`config.mk`:
```
export PLATFORM = sky130hd
export DESIGN_NAME = continued_fraction_expander_flat
export DESIGN_NICKNAME = d
export VERILOG_FILES = /design/src/hw/rtl/cfe_pkg.sv /design/src/hw/rtl/cfe_ifs.sv /design/src/hw/rtl/cfe_divider.sv /design/src/hw/rtl/continued_fraction_expander.sv /design/src/flat_wrapper.sv
export SDC_FILE = /design/constraint.sdc
export NUM_CORES = 1
export LEC_CHECK = 0
export ABC_AREA = 1
export ABC_CLOCK_PERIOD_IN_PS = 4300
export BUFFER_PORTS_ARGS = -buffer_cell sky130_fd_sc_hd__buf_2
export CORE_MARGIN = 2
export CORE_UTILIZATION = 41
export CTS_CLUSTER_DIAMETER = 30
export DETAILED_ROUTE_END_ITERATION = 10
export GPL_TIMING_DRIVEN = 0
export MAX_ROUTING_LAYER = met4
export RECOVER_POWER = 25
export SLEW_MARGIN = 20
export SYNTH_ARGS = -nofsm -noshare
export SYNTH_HDL_FRONTEND = slang
export SYNTH_SLANG_ARGS = --single-unit
```
`constraint.sdc`:
```
create_clock -name i_clk -period 4.3 [get_ports i_clk]
set_input_delay 0.43 -clock i_clk [delete_from_list [all_inputs] [get_ports i_clk]]
set_output_delay 0.43 -clock i_clk [all_outputs]
set_load 0.01 [all_outputs]
```
`src/hw/rtl/cfe_pkg.sv`:
```
// Package for the continued-fraction expander.
// Holds the sequencer state type, the term limit and the divider status word.
// No dependencies.
package cfe_pkg;

    localparam int MAX_TERMS = 48;
    localparam int CNT_W     = $clog2(MAX_TERMS);

    typedef enum logic [2:0] {
        S_IDLE = 3'b001,
        S_DIV  = 3'b010,
        S_OUT  = 3'b100
    } t_state;

    typedef struct packed {
        logic done;
        logic rem_zero;
    } t_div_stat;

endpackage

```
`src/hw/rtl/cfe_ifs.sv`:
```
// Valid/ready channel interfaces for the continued-fraction expander.
// cfe_in_if carries the rational number, cfe_out_if one term word.
// No dependencies.
interface cfe_in_if #(
    parameter int DATA_WIDTH = 32
);
    logic                         valid;
    logic                         ready;
    logic signed [DATA_WIDTH-1:0] numerator;
    logic        [DATA_WIDTH-2:0] denominator;

    modport source (output valid, output numerator, output denominator, input ready);
    modport sink   (input valid, input numerator, input denominator, output ready);
endinterface

interface cfe_out_if #(
    parameter int DATA_WIDTH = 32
);
    logic                         valid;
    logic                         ready;
    logic signed [DATA_WIDTH-1:0] term;
    logic                         last_term;
    logic                         div_error;

    modport source (output valid, output term, output last_term, output div_error, input ready);
    modport sink   (input valid, input term, input last_term, input div_error, output ready);
endinterface

```
`src/hw/rtl/cfe_divider.sv`:
```
// Iterative signed divider, truncating toward zero, one quotient bit a cycle.
// Restoring division on magnitudes, signs applied at the output.
// Depends on cfe_pkg.
module cfe_divider #(
    parameter int DATA_WIDTH = 32
) (
    input  logic                         i_clk,
    input  logic                         i_rst_n,
    input  logic                         i_start,
    input  logic signed [DATA_WIDTH-1:0] i_dividend,
    input  logic signed [DATA_WIDTH-1:0] i_divisor,
    output logic signed [DATA_WIDTH-1:0] o_quotient,
    output logic signed [DATA_WIDTH-1:0] o_remainder,
    output cfe_pkg::t_div_stat           o_stat
);
    import cfe_pkg::*;

    localparam int W  = DATA_WIDTH;
    localparam int CW = $clog2(W);

    logic          r_busy, r_done;
    logic [CW-1:0] r_cnt;
    logic [W-1:0]  r_rem, r_quo, r_dvs;
    logic          r_neg_q, r_neg_r;

    logic [W-1:0]  shifted;
    logic [W:0]    diff;
    logic [W-1:0]  a_mag, b_mag;

    assign shifted = {r_rem[W-2:0], r_quo[W-1]};
    assign diff    = {1'b0, shifted} - {1'b0, r_dvs};
    assign a_mag   = i_dividend[W-1] ? W'(-i_dividend) : W'(i_dividend);
    assign b_mag   = i_divisor[W-1]  ? W'(-i_divisor)  : W'(i_divisor);

    always_ff @(posedge i_clk) begin
        if (!i_rst_n) begin
            r_busy <= 1'b0;
            r_done <= 1'b0;
            r_cnt  <= '0;
        end else begin
            r_done <= 1'b0;
            if (i_start) begin
                r_busy <= 1'b1;
                r_cnt  <= '0;
            end else if (r_busy) begin
                r_cnt <= r_cnt + 1'b1;
                if (r_cnt == CW'(W - 1)) begin
                    r_busy <= 1'b0;
                    r_done <= 1'b1;
                end
            end
        end
    end

    always_ff @(posedge i_clk) begin
        if (i_start) begin
            r_rem   <= '0;
            r_quo   <= a_mag;
            r_dvs   <= b_mag;
            r_neg_q <= i_dividend[W-1] ^ i_divisor[W-1];
            r_neg_r <= i_dividend[W-1];
        end else if (r_busy) begin
            r_rem <= diff[W] ? shifted : diff[W-1:0];
            r_quo <= {r_quo[W-2:0], ~diff[W]};
        end
    end

    assign o_quotient    = r_neg_q ? signed'(-r_quo) : signed'(r_quo);
    assign o_remainder   = r_neg_r ? signed'(-r_rem) : signed'(r_rem);
    assign o_stat.done     = r_done;
    assign o_stat.rem_zero = (r_rem == '0);

endmodule

```
`src/hw/rtl/continued_fraction_expander.sv`:
```
// Continued-fraction expander: takes numerator/denominator and emits the partial
// quotients of its continued fraction, each one a quotient truncated toward zero,
// one word per term, the final one marked with last_term; a zero denominator gives
// a single word with div_error set and term 0. One shared bit-serial divider does
// all the work: each term goes through start, DATA_WIDTH divide steps, done and
// output, and can be held by an output stall. At most 48 terms are emitted. The
// input is not ready until the last term word has been taken.
// Depends on cfe_pkg, cfe_ifs and cfe_divider.
module continued_fraction_expander #(
    parameter int DATA_WIDTH = 32
) (
    input  logic      i_clk,
    input  logic      i_rst_n,
    cfe_in_if.sink    i_in,
    cfe_out_if.source o_out
);
    import cfe_pkg::*;

    localparam int W = DATA_WIDTH;

    t_state             r_state, n_state;
    logic [CNT_W-1:0]   r_count, n_count;
    logic               r_start, n_start;
    logic signed [W-1:0] r_a, r_b, r_term;
    logic               r_last, r_err;

    logic signed [W-1:0] quotient, remainder;
    t_div_stat           s_div;

    logic in_acc, out_acc;

    assign in_acc  = i_in.valid && i_in.ready;
    assign out_acc = o_out.valid && o_out.ready;

    cfe_divider #(.DATA_WIDTH(W)) u_div (
        .i_clk       (i_clk),
        .i_rst_n     (i_rst_n),
        .i_start     (r_start),
        .i_dividend  (r_a),
        .i_divisor   (r_b),
        .o_quotient  (quotient),
        .o_remainder (remainder),
        .o_stat      (s_div)
    );

    always_comb begin
        n_state = r_state;
        n_count = r_count;
        n_start = 1'b0;
        case (r_state)
            S_IDLE: begin
                if (in_acc) begin
                    n_count = '0;
                    if (i_in.denominator == '0) begin
                        n_state = S_OUT;
                    end else begin
                        n_state = S_DIV;
                        n_start = 1'b1;
                    end
                end
            end
            S_DIV: begin
                if (s_div.done) n_state = S_OUT;
            end
            S_OUT: begin
                if (out_acc) begin
                    if (r_last) begin
                        n_state = S_IDLE;
                    end else begin
                        n_state = S_DIV;
                        n_start = 1'b1;
                        n_count = r_count + 1'b1;
                    end
                end
            end
            default: n_state = S_IDLE;
        endcase
    end

    always_ff @(posedge i_clk) begin
        if (!i_rst_n) begin
            r_state <= S_IDLE;
            r_count <= '0;
            r_start <= 1'b0;
            r_last  <= 1'b0;
            r_err   <= 1'b0;
        end else begin
            r_state <= n_state;
            r_count <= n_count;
            r_start <= n_start;
            if (r_state == S_IDLE && in_acc) begin
                r_last <= (i_in.denominator == '0);
                r_err  <= (i_in.denominator == '0);
            end else if (r_state == S_DIV && s_div.done) begin
                r_last <= s_div.rem_zero || (r_count == CNT_W'(MAX_TERMS - 1));
                r_err  <= 1'b0;
            end
        end
    end

    always_ff @(posedge i_clk) begin
        if (r_state == S_IDLE && in_acc) begin
            r_a    <= i_in.numerator;
            r_b    <= signed'({1'b0, i_in.denominator});
            r_term <= '0;
        end else if (r_state == S_DIV && s_div.done) begin
            r_term <= quotient;
            r_a    <= r_b;
            r_b    <= remainder;
        end
    end

    assign i_in.ready      = (r_state == S_IDLE);
    assign o_out.valid     = (r_state == S_OUT);
    assign o_out.term      = r_term;
    assign o_out.last_term = r_last;
    assign o_out.div_error = r_err;

    a_err_word: assert property (@(posedge i_clk) disable iff (!i_rst_n)
        o_out.valid && o_out.div_error |-> o_out.last_term && o_out.term == '0)
        else $error("error word without last_term or with nonzero term");

    a_done_in_div: assert property (@(posedge i_clk) disable iff (!i_rst_n)
        s_div.done |-> r_state == S_DIV)
        else $error("divider finished outside the divide state");

    a_start_after_accept: assert property (@(posedge i_clk) disable iff (!i_rst_n)
        in_acc && i_in.denominator != '0 |=> r_start && r_state == S_DIV)
        else $error("accepted word did not start a division");

    a_count_limit: assert property (@(posedge i_clk) disable iff (!i_rst_n)
        o_out.valid && r_count == CNT_W'(MAX_TERMS - 1) |-> o_out.last_term)
        else $error("term limit reached without last_term");

endmodule

```
`src/flat_wrapper.sv`:
```
// flat-port wrapper written by rule: the top's interface ports become plain ports
module continued_fraction_expander_flat import cfe_pkg::*;
#(
    parameter int DATA_WIDTH = 32
)
  (i_clk, i_rst_n, i_in_valid, i_in_numerator, i_in_denominator, i_in_ready, o_out_valid, o_out_term, o_out_last_term, o_out_div_error, o_out_ready);
  cfe_in_if #(.DATA_WIDTH(DATA_WIDTH)) i_in_i ();
  cfe_out_if #(.DATA_WIDTH(DATA_WIDTH)) o_out_i ();
  input  logic i_clk;
  input  logic i_rst_n;
  input wire logic [$bits(i_in_i.valid)-1:0] i_in_valid;
  input wire logic [$bits(i_in_i.numerator)-1:0] i_in_numerator;
  input wire logic [$bits(i_in_i.denominator)-1:0] i_in_denominator;
  output wire logic [$bits(i_in_i.ready)-1:0] i_in_ready;
  output wire logic [$bits(o_out_i.valid)-1:0] o_out_valid;
  output wire logic [$bits(o_out_i.term)-1:0] o_out_term;
  output wire logic [$bits(o_out_i.last_term)-1:0] o_out_last_term;
  output wire logic [$bits(o_out_i.div_error)-1:0] o_out_div_error;
  input wire logic [$bits(o_out_i.ready)-1:0] o_out_ready;
  assign i_in_i.valid = i_in_valid;
  assign i_in_i.numerator = i_in_numerator;
  assign i_in_i.denominator = i_in_denominator;
  assign i_in_ready = i_in_i.ready;
  assign o_out_valid = o_out_i.valid;
  assign o_out_term = o_out_i.term;
  assign o_out_last_term = o_out_i.last_term;
  assign o_out_div_error = o_out_i.div_error;
  assign o_out_i.ready = o_out_ready;
  continued_fraction_expander #(.DATA_WIDTH(DATA_WIDTH)) u_core (.i_clk(i_clk), .i_rst_n(i_rst_n), .i_in(i_in_i), .o_out(o_out_i));
endmodule
```
; ---- After elaboration in Yosys (flattened, before gate mapping)
; Index checks and enable logic that the tools add are counted.
[word_totals]
latchBits = 0
ff_bits = 213
n_memories = 0
inputBits = 67
wordCells = 86
out_inout_bits = 36
romBits = 0
mem_bits_rw = 0
[classes]
n_mul = 0
n_eq_ne = 9
magnitude_cmp = 0
div_mod_pow = 0
n_addsub = 7
n_mux = 34
bitwise = 4
shifts = 0
n_reduce_logical = 14
[op_table]
columns = operator, n
row1 = $mux W32, 8
row2 = $neg A32 Y32, 4
row3 = $mux W31, 3
row4 = $sub A32 B32 Y33, 1
row5 = $logic_not A32 Y1, 1
row6 = $logic_not A31 Y1, 1
row7 = $mux W6, 3
row8 = $mux W1, 12
row9 = $mux W3, 4
row10 = $pmux W6 S2, 1
row11 = $pmux W3 S3, 1
row12 = $ne A2 B2 Y1 const B, 4
row13 = $add A6 B1 Y6 const B, 1
row14 = $eq A6 B6 Y1 const B, 1
row15 = $reduce_bool A2 Y1, 3
row16 = $add A5 B1 Y5 const B, 1
row17 = $eq A5 B5 Y1 const B, 1
row18 = $logic_and A1 B1 Y1, 4
row19 = $reduce_and A4 Y1, 1
row20 = $eq A3 B1 Y1 const B, 1
row21 = $eq A3 B2 Y1 const B, 1
row22 = $eq A3 B3 Y1 const B, 1
row23 = $not A1 Y1, 3
row24 = $reduce_and A3 Y1, 1
row25 = 6 further kinds, 6

; ---- Depth between registers and ports, before layout
; Gate-level depths: netlist of the first run.
[depth]
depth_word = 4
depth_mapped = 17
depth_no_buf = 16

; ---- Modules after synthesis
; From an unflattened synthesis of the first run, not the netlist that was laid out.
[unflattened]
hier_cells = 2099
hier_area_um2 = 14586.5
[by_module_without_submodules]
columns = mod, cells_per_inst, seq_area_each_um2, instances, area_each_um2
row1 = cfe_divider, 1622, 2762.6, 1, 10078.4
row2 = continued_fraction_expander, 477, 2792.7, 1, 4508.1

; ---- Least setup slack after synthesis of the first run
; No wires, ideal clock.
[synth_timing]
path_type = register to register
from = register u_core.r_start
to = register u_core.u_div.r_quo[0], enable pin
synth_period_minus_slack_ns = 3.171
n_path_buf = 1
setup_time_ns = 0.408
arrival_time_ns = 2.762
required_ns = 3.892
slack_ns = 1.129
stages_incl_launch_ff = 4
path_cell_list = dfxtp_1 -> nor2_1 -> inv_1 -> clkbuf_1
[synth_between]
elab_chain_cells = 1
[synth_lines]
columns = item, line_no
row1 = "start, declared", continued_fraction_expander.sv:23  ; logic r_start, n_start;
row2 = "start signal, assigned", continued_fraction_expander.sv:90  ; r_start <= n_start;
row3 = $reduce_bool A2 Y1 (no source line), --
row4 = "end signal, assigned", cfe_divider.sv:58  ; r_quo <= a_mag;
row5 = "end signal, assigned", cfe_divider.sv:64  ; r_quo <= {r_quo[W-2:0], ~diff[W]};
row6 = "end, declared", cfe_divider.sv:23  ; logic [W-1:0] r_rem, r_quo, r_dvs;
; No other way between the ends.
; A chain may end at the register's enable or synchronous reset.

; ---- Final worst setup path of the first run
[layout_timing]
from = register u_core.r_start
to = register u_core.u_div.r_quo[25] (data pin)
[layout_between]
elab_chain_cells = 1
[layout_lines]
columns = item, line_no
row1 = $mux W32, cfe_divider.sv:56  ; if (i_start) begin
; No other way between the ends.

==> metrics.cfg, run 1 <==
[floorplan]
initial_utilization_pct=41.5
die-area_um2=37400
io_pins=103
coreArea_um2=35500
num_rows=69
chipHeight_um=193
die_x_um=193

[clock_network]
clkSinkCount=213
clock_latency_ns=0.55
postCtsSetupBuffers=0
hold_buffers=0
clockRootBuffer=clkbuf_16
tritoncts=done
cts_buffers=51
clkTransAtPathRegs_ns=0.04
cts_htree_levels=2
cts_buffer_depth=3
ctsResizeCount=0

[job]
maxCapViolations=1

[detailed_routing]
drtPass1Iterations=9
viasPerCell=5.15
routedWlPerCell_um=17.6
drtIter0Drc=1390
wl_um=49700
final_antenna_net_count=0
post-route-drc-count=0
vias=14500

[global_route]
grt_max_degree=55
grt_pass1_vias=13300
grt_first_pass_wirelength_um=76400
grt.total_usage_pct=27.0
grt_overflow=0
antenna_found_initial=0

[place]
gp_congestion=0.957
hpwlAfterDp_um=40000
dp_slack_ns=1.29
io_buffers=102
dpl.cell_count=2725

[synth]
synthMuxAreaShare_pct=0
synth-compound-area-share_pct=9.41
syn_inst=2159
async_flop_share_pct=0
ys_ff_latch=213
synth-simple-area-share_pct=32.6
syn_nets=2266
postSynthAreaPerCell_um2=6.81
ys_seq_area_share_pct=37.8
synth.distinct_cells=49
synth_warnings=0
synth_top_family_by_area=simple AND/OR/NAND/NOR gates
synth_edf_count=129
yosys.area_share.xor_xnor_pct=5.54
synth_fa_ha_area_share_pct=3.45
synth-main-ff-cell=edfxtp_1
synth_area_um2=14700

[critical_path]
rr_worst_depth=3
worstSetupPathType=flop to flop
cp_max_fo=26
crit_buf_inv=2
crit_chain=clkbuf_1, clkbuf_1, o21ai_0
r2r-end=u_core.u_div.r_quo[25]
critical_path.slowest_cell=clkbuf_1
cp.depth=3
r2r_start=u_core.r_start
critPathMaxStageDelay_ns=1.27
endpoint_kind=flop
ff2ff_setup_slack_ns=1.24
crit_start=u_core.r_start
worstSetupEndpoint=u_core.u_div.r_quo[25]
worstPathRequired_ns=4.56
crit_top_cell=clkbuf_1
cp_top_family=buffers and inverters
crit_arrival_ns=3.32
startpoint_type=flop

[power]
p_sw_share_pct=40.6
p_leak_nw=8.54
totalPowerFinal_w=0.0117
pwr-share-clk_pct=32.0
power_frac_comb_pct=36.9
power_frac_seq_pct=31.1
p_int_w=0.00698
p_per_area_nw_per_um2=670
peakVddDrop_mv=0.426
p_sw_w=0.00476

[sta]
hold_viol_final=0
fmax_mhz=327
tightest_slew_ns=1.69
tns_ns=0
slew_violations=27
rsz0062_at_grt=false
final.min_clock_period_ns=3.06
finalSetupViolCount=0
setup_ws_ns=1.24
worst_slew_margin_rel_pct=-12.4
final.period_utilization_pct=71.2
fin_worst_skew_ns=0.0148

[cells_and_area]
drive_above_1_share_pct=8.10
fin_cells=2819
syn2layout_area_growth_pct=19.0
layout_common_cells=nand2_1 (626), inv_1 (355), nand3_1 (214)
fill_cells=3643
multi_input_area_um2=7510
mostFrequentLayoutCell=nand2_1
fin_nets=2424
regArea_um2=5560

[min_path]
hold_path_class=primary input to flop

[run_status]
outcome=complete, but fails checks
failed_checks=capacitance limit, slew limit

metal layers:
metal | up-vias | global-route usage (%) | share of wire, %
met5 | - | - | 0
met2 | 476 | 37.8 | 41
li1 | 7243 | - | -
met4 | 0 | 7.04 | 2.1
met3 | 65 | 4.95 | 7.7
met1 | 6741 | 39.9 | 49
state kept, by name, summed over array words and instances, names as in the netlist, 3 cells and up:
register            flops
u_core.r_a             32
u_core.r_b             32
u_core.r_count          6
u_core.u_div.r_cnt      5
u_core.r_state          3
u_core.u_div.r_dvs     32
u_core.u_div.r_rem     32
u_core.u_div.r_quo     32
u_core.o_out.term      32
how the worst min path moves through the flow:
stage | startpoint | to | depth (start not counted)
after floorplan | u_core.u_div.r_cnt[3] | u_core.u_div.r_cnt[3] | 1
after global placement | u_core.u_div.r_cnt[3] | u_core.u_div.r_cnt[3] | 1
after detailed placement | u_core.u_div.r_cnt[3] | u_core.u_div.r_cnt[3] | 1
after CTS | i_rst_n | u_core.r_state[0] | 2
after global routing | i_rst_n | u_core.r_state[0] | 2
final | i_rst_n | u_core.r_state[0] | 2
cell families (layout without fill, tap and decap cells):
logic type / after synthesis / in the layout
fa+ha+maj: 40 / 40
other cells: 0 / 1
xor+xnor: 93 / 93
compound gates: 255 / 255
buf+inv: 420 / 618
flops: 213 / 213
simple gates: 1138 / 1138
through the flow:
step	util [%]	hold slack, ns	instance area, um2
6_report	49.4	0.107	17500
5_1_grt	49.4	0.122	17500
4_1_cts	49.5	0.0869	17600
3_5_place_dp	44.8	0.449	15900
3_3_place_gp	44.5	0.430	15800
2_1_floorplan	-	0.414	14700
synthesized netlist by cell type (2+ instances only):
master    number  share of area, %
o221ai_1       4              0.24
buf_2          9              0.31
a21boi_0       2              0.10
nor4_1         2             0.085
buf_6          6              0.46
nor2_2         3              0.13
and2_1         3              0.13
inv_2          2             0.051
o211ai_1      10              0.51
nor2_1       209               5.3
dfxtp_1       84                11
nor3_1        29              0.99
xnor2_1       17               1.0
o21ai_0      149               5.1
nor3_2         2              0.14
edfxtp_1     129                26
o21bai_1       5              0.26
ha_1          39               3.3
o21ai_1       15              0.51
or2_2          5              0.21
nand3b_1      10              0.51
nand4_1       21              0.89
a31oi_1        8              0.34
inv_1        355               9.1
clkinv_1       4              0.10
xor2_1        76               4.5
clkbuf_1      41               1.0
nand3_2        6              0.41
o31ai_1        6              0.31
a21oi_1       50               1.7
nand3_1      214               7.3
nand2_1      627                16
area by class of cell:
class,count,share of cell area [%]
Multi-Input combinational cell,1526,42.9
Sequential cell,213,31.7
Clock buffer,71,8.36
Inverter,361,7.74
Tap cell,461,3.29
Timing Repair Buffer,105,3.01
Buffer,59,1.71
Clock inverter,22,1.31
Antenna cell,1,0.0143
power by group through the flow:
stage	Clock (W)	Sequential [W]	Combinational [W]
3_3_place_gp	0	0.00377	0.00411
5_1_grt	0.00392	0.00373	0.00487
4_1_cts	0.00380	0.00365	0.00431
3_5_place_dp	0	0.00368	0.00429
2_1_floorplan	0	0.00353	0.00289
6_report	0.00376	0.00365	0.00433
Power figures use the tool's default switching activity.
==> run 2: changes to the inputs <==
ABC_CLOCK_PERIOD_IN_PS = 2500   (was 4300)
clock period = 2.5 ns   (was 4.3 ns; I/O delays follow)
==> run 2 against run 1 <==
Net effect:
- the run now ends clean
- largest cell class unchanged
- critical path type unchanged
- global-route usage is 0.21 points lower
- non-clock buffer count up 21
- routed wire length rose by 0.44%
- largest power group unchanged
- via count is 0.91% higher
==> metrics.cfg, run 2 (same netlist as run 1, synthesis figures left out) <==
[run_status]
outcome=finished, final reports clean  ; was complete, but fails checks

[sta]
worst_slew_margin_rel_pct=49.3  ; was -12.4%
finalSetupViolCount=0  ; unchanged
hold_viol_final=0  ; unchanged
fmax_mhz=420  ; was 327 MHz
fin_worst_skew_ns=0.0125  ; was 0.0148 ns
tightest_slew_ns=0.760  ; was 1.69 ns
final.period_utilization_pct=95.2  ; was 71.2%
final.min_clock_period_ns=2.38  ; was 3.06 ns
slew_violations=0  ; was 27
rsz0062_at_grt=false  ; unchanged

[power]
p_leak_nw=8.67  ; was 8.54 nW
peakVddDrop_mv=0.722  ; was 0.426 mV
p_per_area_nw_per_um2=1140  ; was 670 nW/um2
totalPowerFinal_w=0.0203  ; was 0.0117 W

[floorplan]
io_pins=103  ; unchanged
die_x_um=193  ; unchanged
coreArea_um2=35500  ; unchanged
initial_utilization_pct=41.5  ; unchanged
die-area_um2=37400  ; unchanged
chipHeight_um=193  ; unchanged
num_rows=69  ; unchanged

[critical_path]
crit_arrival_ns=2.87  ; was 3.32 ns
crit_chain=inv_4, ha_4, fa_2, inv_2, nand3_1, nand2_2, nand2_1, nand2_2, nand2_2, nand2_2, nand2_4, buf_4, buf_6, nand3_1, nand2_1, inv_1, nand2_1, nand2_1  ; was clkbuf_1, clkbuf_1, o21ai_0
critPathMaxStageDelay_ns=0.40  ; was 1.27 ns
critical_path.slowest_cell=fa_2  ; was clkbuf_1
endpoint_kind=flop  ; unchanged
ff2ff_setup_slack_ns=0.12  ; was 1.24 ns
worstPathRequired_ns=2.98  ; was 4.56 ns
cp_max_fo=10  ; was 26
worstSetupPathType=flop to flop  ; unchanged
startpoint_type=flop  ; unchanged
crit_buf_inv=5  ; was 2
cp_top_family=simple AND/OR/NAND/NOR gates  ; was buffers and inverters

[global_route]
grt_first_pass_wirelength_um=76200  ; was 76,400 um
antenna_found_initial=0  ; unchanged
grt_overflow=0  ; unchanged
grt.total_usage_pct=26.8  ; was 27.0%
grt_pass1_vias=13500  ; was 13,300
grt_max_degree=54  ; was 55

[clock_network]
cts_htree_levels=2  ; unchanged
clkSinkCount=213  ; unchanged
cts_buffer_depth=3  ; unchanged
clkTransAtPathRegs_ns=0.04  ; about the same
tritoncts=done  ; unchanged
clock_latency_ns=0.55  ; about the same
cts_buffers=49  ; was 51
clockRootBuffer=clkbuf_16  ; unchanged

[cells_and_area]
antennaDiodeCount=0  ; was 1
mostFrequentLayoutCell=nand2_1  ; unchanged
drive_above_1_share_pct=9.63  ; was 8.10%
stdcell_area_um2=17900  ; was 17,500 um2
fin_nets=2444  ; was 2,424
syn2layout_area_growth_pct=21.4  ; was 19.0%
layout_common_cells=nand2_1 (619), inv_1 (351), nand3_1 (213)  ; was nand2_1 (626), inv_1 (355), nand3_1 (214)

[detailed_routing]
final_antenna_net_count=0  ; unchanged
post-route-drc-count=0  ; unchanged
vias=14700  ; was 14,500
drtIter0Drc=1264  ; was 1,390
drtPass1Iterations=5  ; was 9
viasPerCell=5.16  ; was 5.15
routedWlPerCell_um=17.6  ; about the same
wl_um=50000  ; was 49,700 um

[place]
io_buffers=102  ; unchanged
post_dp_cell_area_um2=15800  ; was 15,900 um2
hpwlAfterDp_um=39700  ; was 40,000 um
gp_congestion=0.930  ; was 0.957

[min_path]
hold_path_class=primary input to flop  ; unchanged

[job]
maxCapViolations=0  ; was 1

run 2: cell types whose count changed in the layout (fill, tap and decap cells not counted), sizes merged:
cell / change
clkbuf: +4
buf: +6
clkinv: -2
dlygate4sd3: +11
inv: +1
diode: -1
nand2: +1
bufinv: -1
run 2: tightest hold or removal path: stages:
cell and delay (ns):
buf_2 0.09, nand2_1 0.05, nand2_1 0.06
run 2: timing repair:
item	4_1_cts	5_1_grt
cloned	0	4
hold buffers	11	0
hold endpoints to repair	11	0
resized for setup	11	29
pin swaps	1	6
setup buffers	2	7
endpoints found under the setup margin	107	60
run 2: worst paths after layout:
path / start / end / cells after the start
setup / recovery: u_core.u_div.r_quo[31] / u_core.u_div.r_rem[24] / 18
hold / removal: i_in_denominator[27] / u_core.r_b[27] / 3
setup reg to reg: u_core.u_div.r_quo[31] / u_core.u_div.r_rem[24] / 18
hold reg to reg: u_core.u_div.r_cnt[3] / u_core.u_div.r_cnt[3] / 1
run 2: cell type report:
type | count | area [um2]
Clock inverter | 20 | 188
Buffer | 59 | 318
Inverter | 361 | 1360
Multi-Input combinational cell | 1527 | 7600
Timing Repair Buffer | 126 | 758
Sequential cell | 213 | 5560
Fill cell | 3629 | 17600
Clock buffer | 71 | 1510
Tap cell | 461 | 577
run 2: stage by stage:
step                setup TNS [ns]  utilization (%)  hold slack [ns]  cells  setup WS [ns]
finish                           0             50.3           0.0208   2838          0.119
global route                     0             50.3           0.0138   2838         0.0112
CTS                              0             49.9         0.000564   2827        0.00539
detailed placement          -42.16             44.6            0.442   2723         -0.825
global placement            -98.73             44.5            0.429   2722         -0.975
floorplan                        0                -            0.352   2159          0.286
run 2: power breakdown:
part / internal [W] / total, W / switching [W] / leakage, nW
Clock: 0.00445 / 0.00646 / 0.00201 / 0.821
Sequential: 0.00538 / 0.00640 / 0.00102 / 1.91
Combinational: 0.00224 / 0.00749 / 0.00525 / 5.94
run 2: layer usage:
metal	wire [um]	global-route usage, %	vias up
met5	0	-	-
met4	1180	7.55	0
met3	3860	5.93	61
met2	20400	37.2	488
met1	24500	39.0	6821
li1	-	-	7287
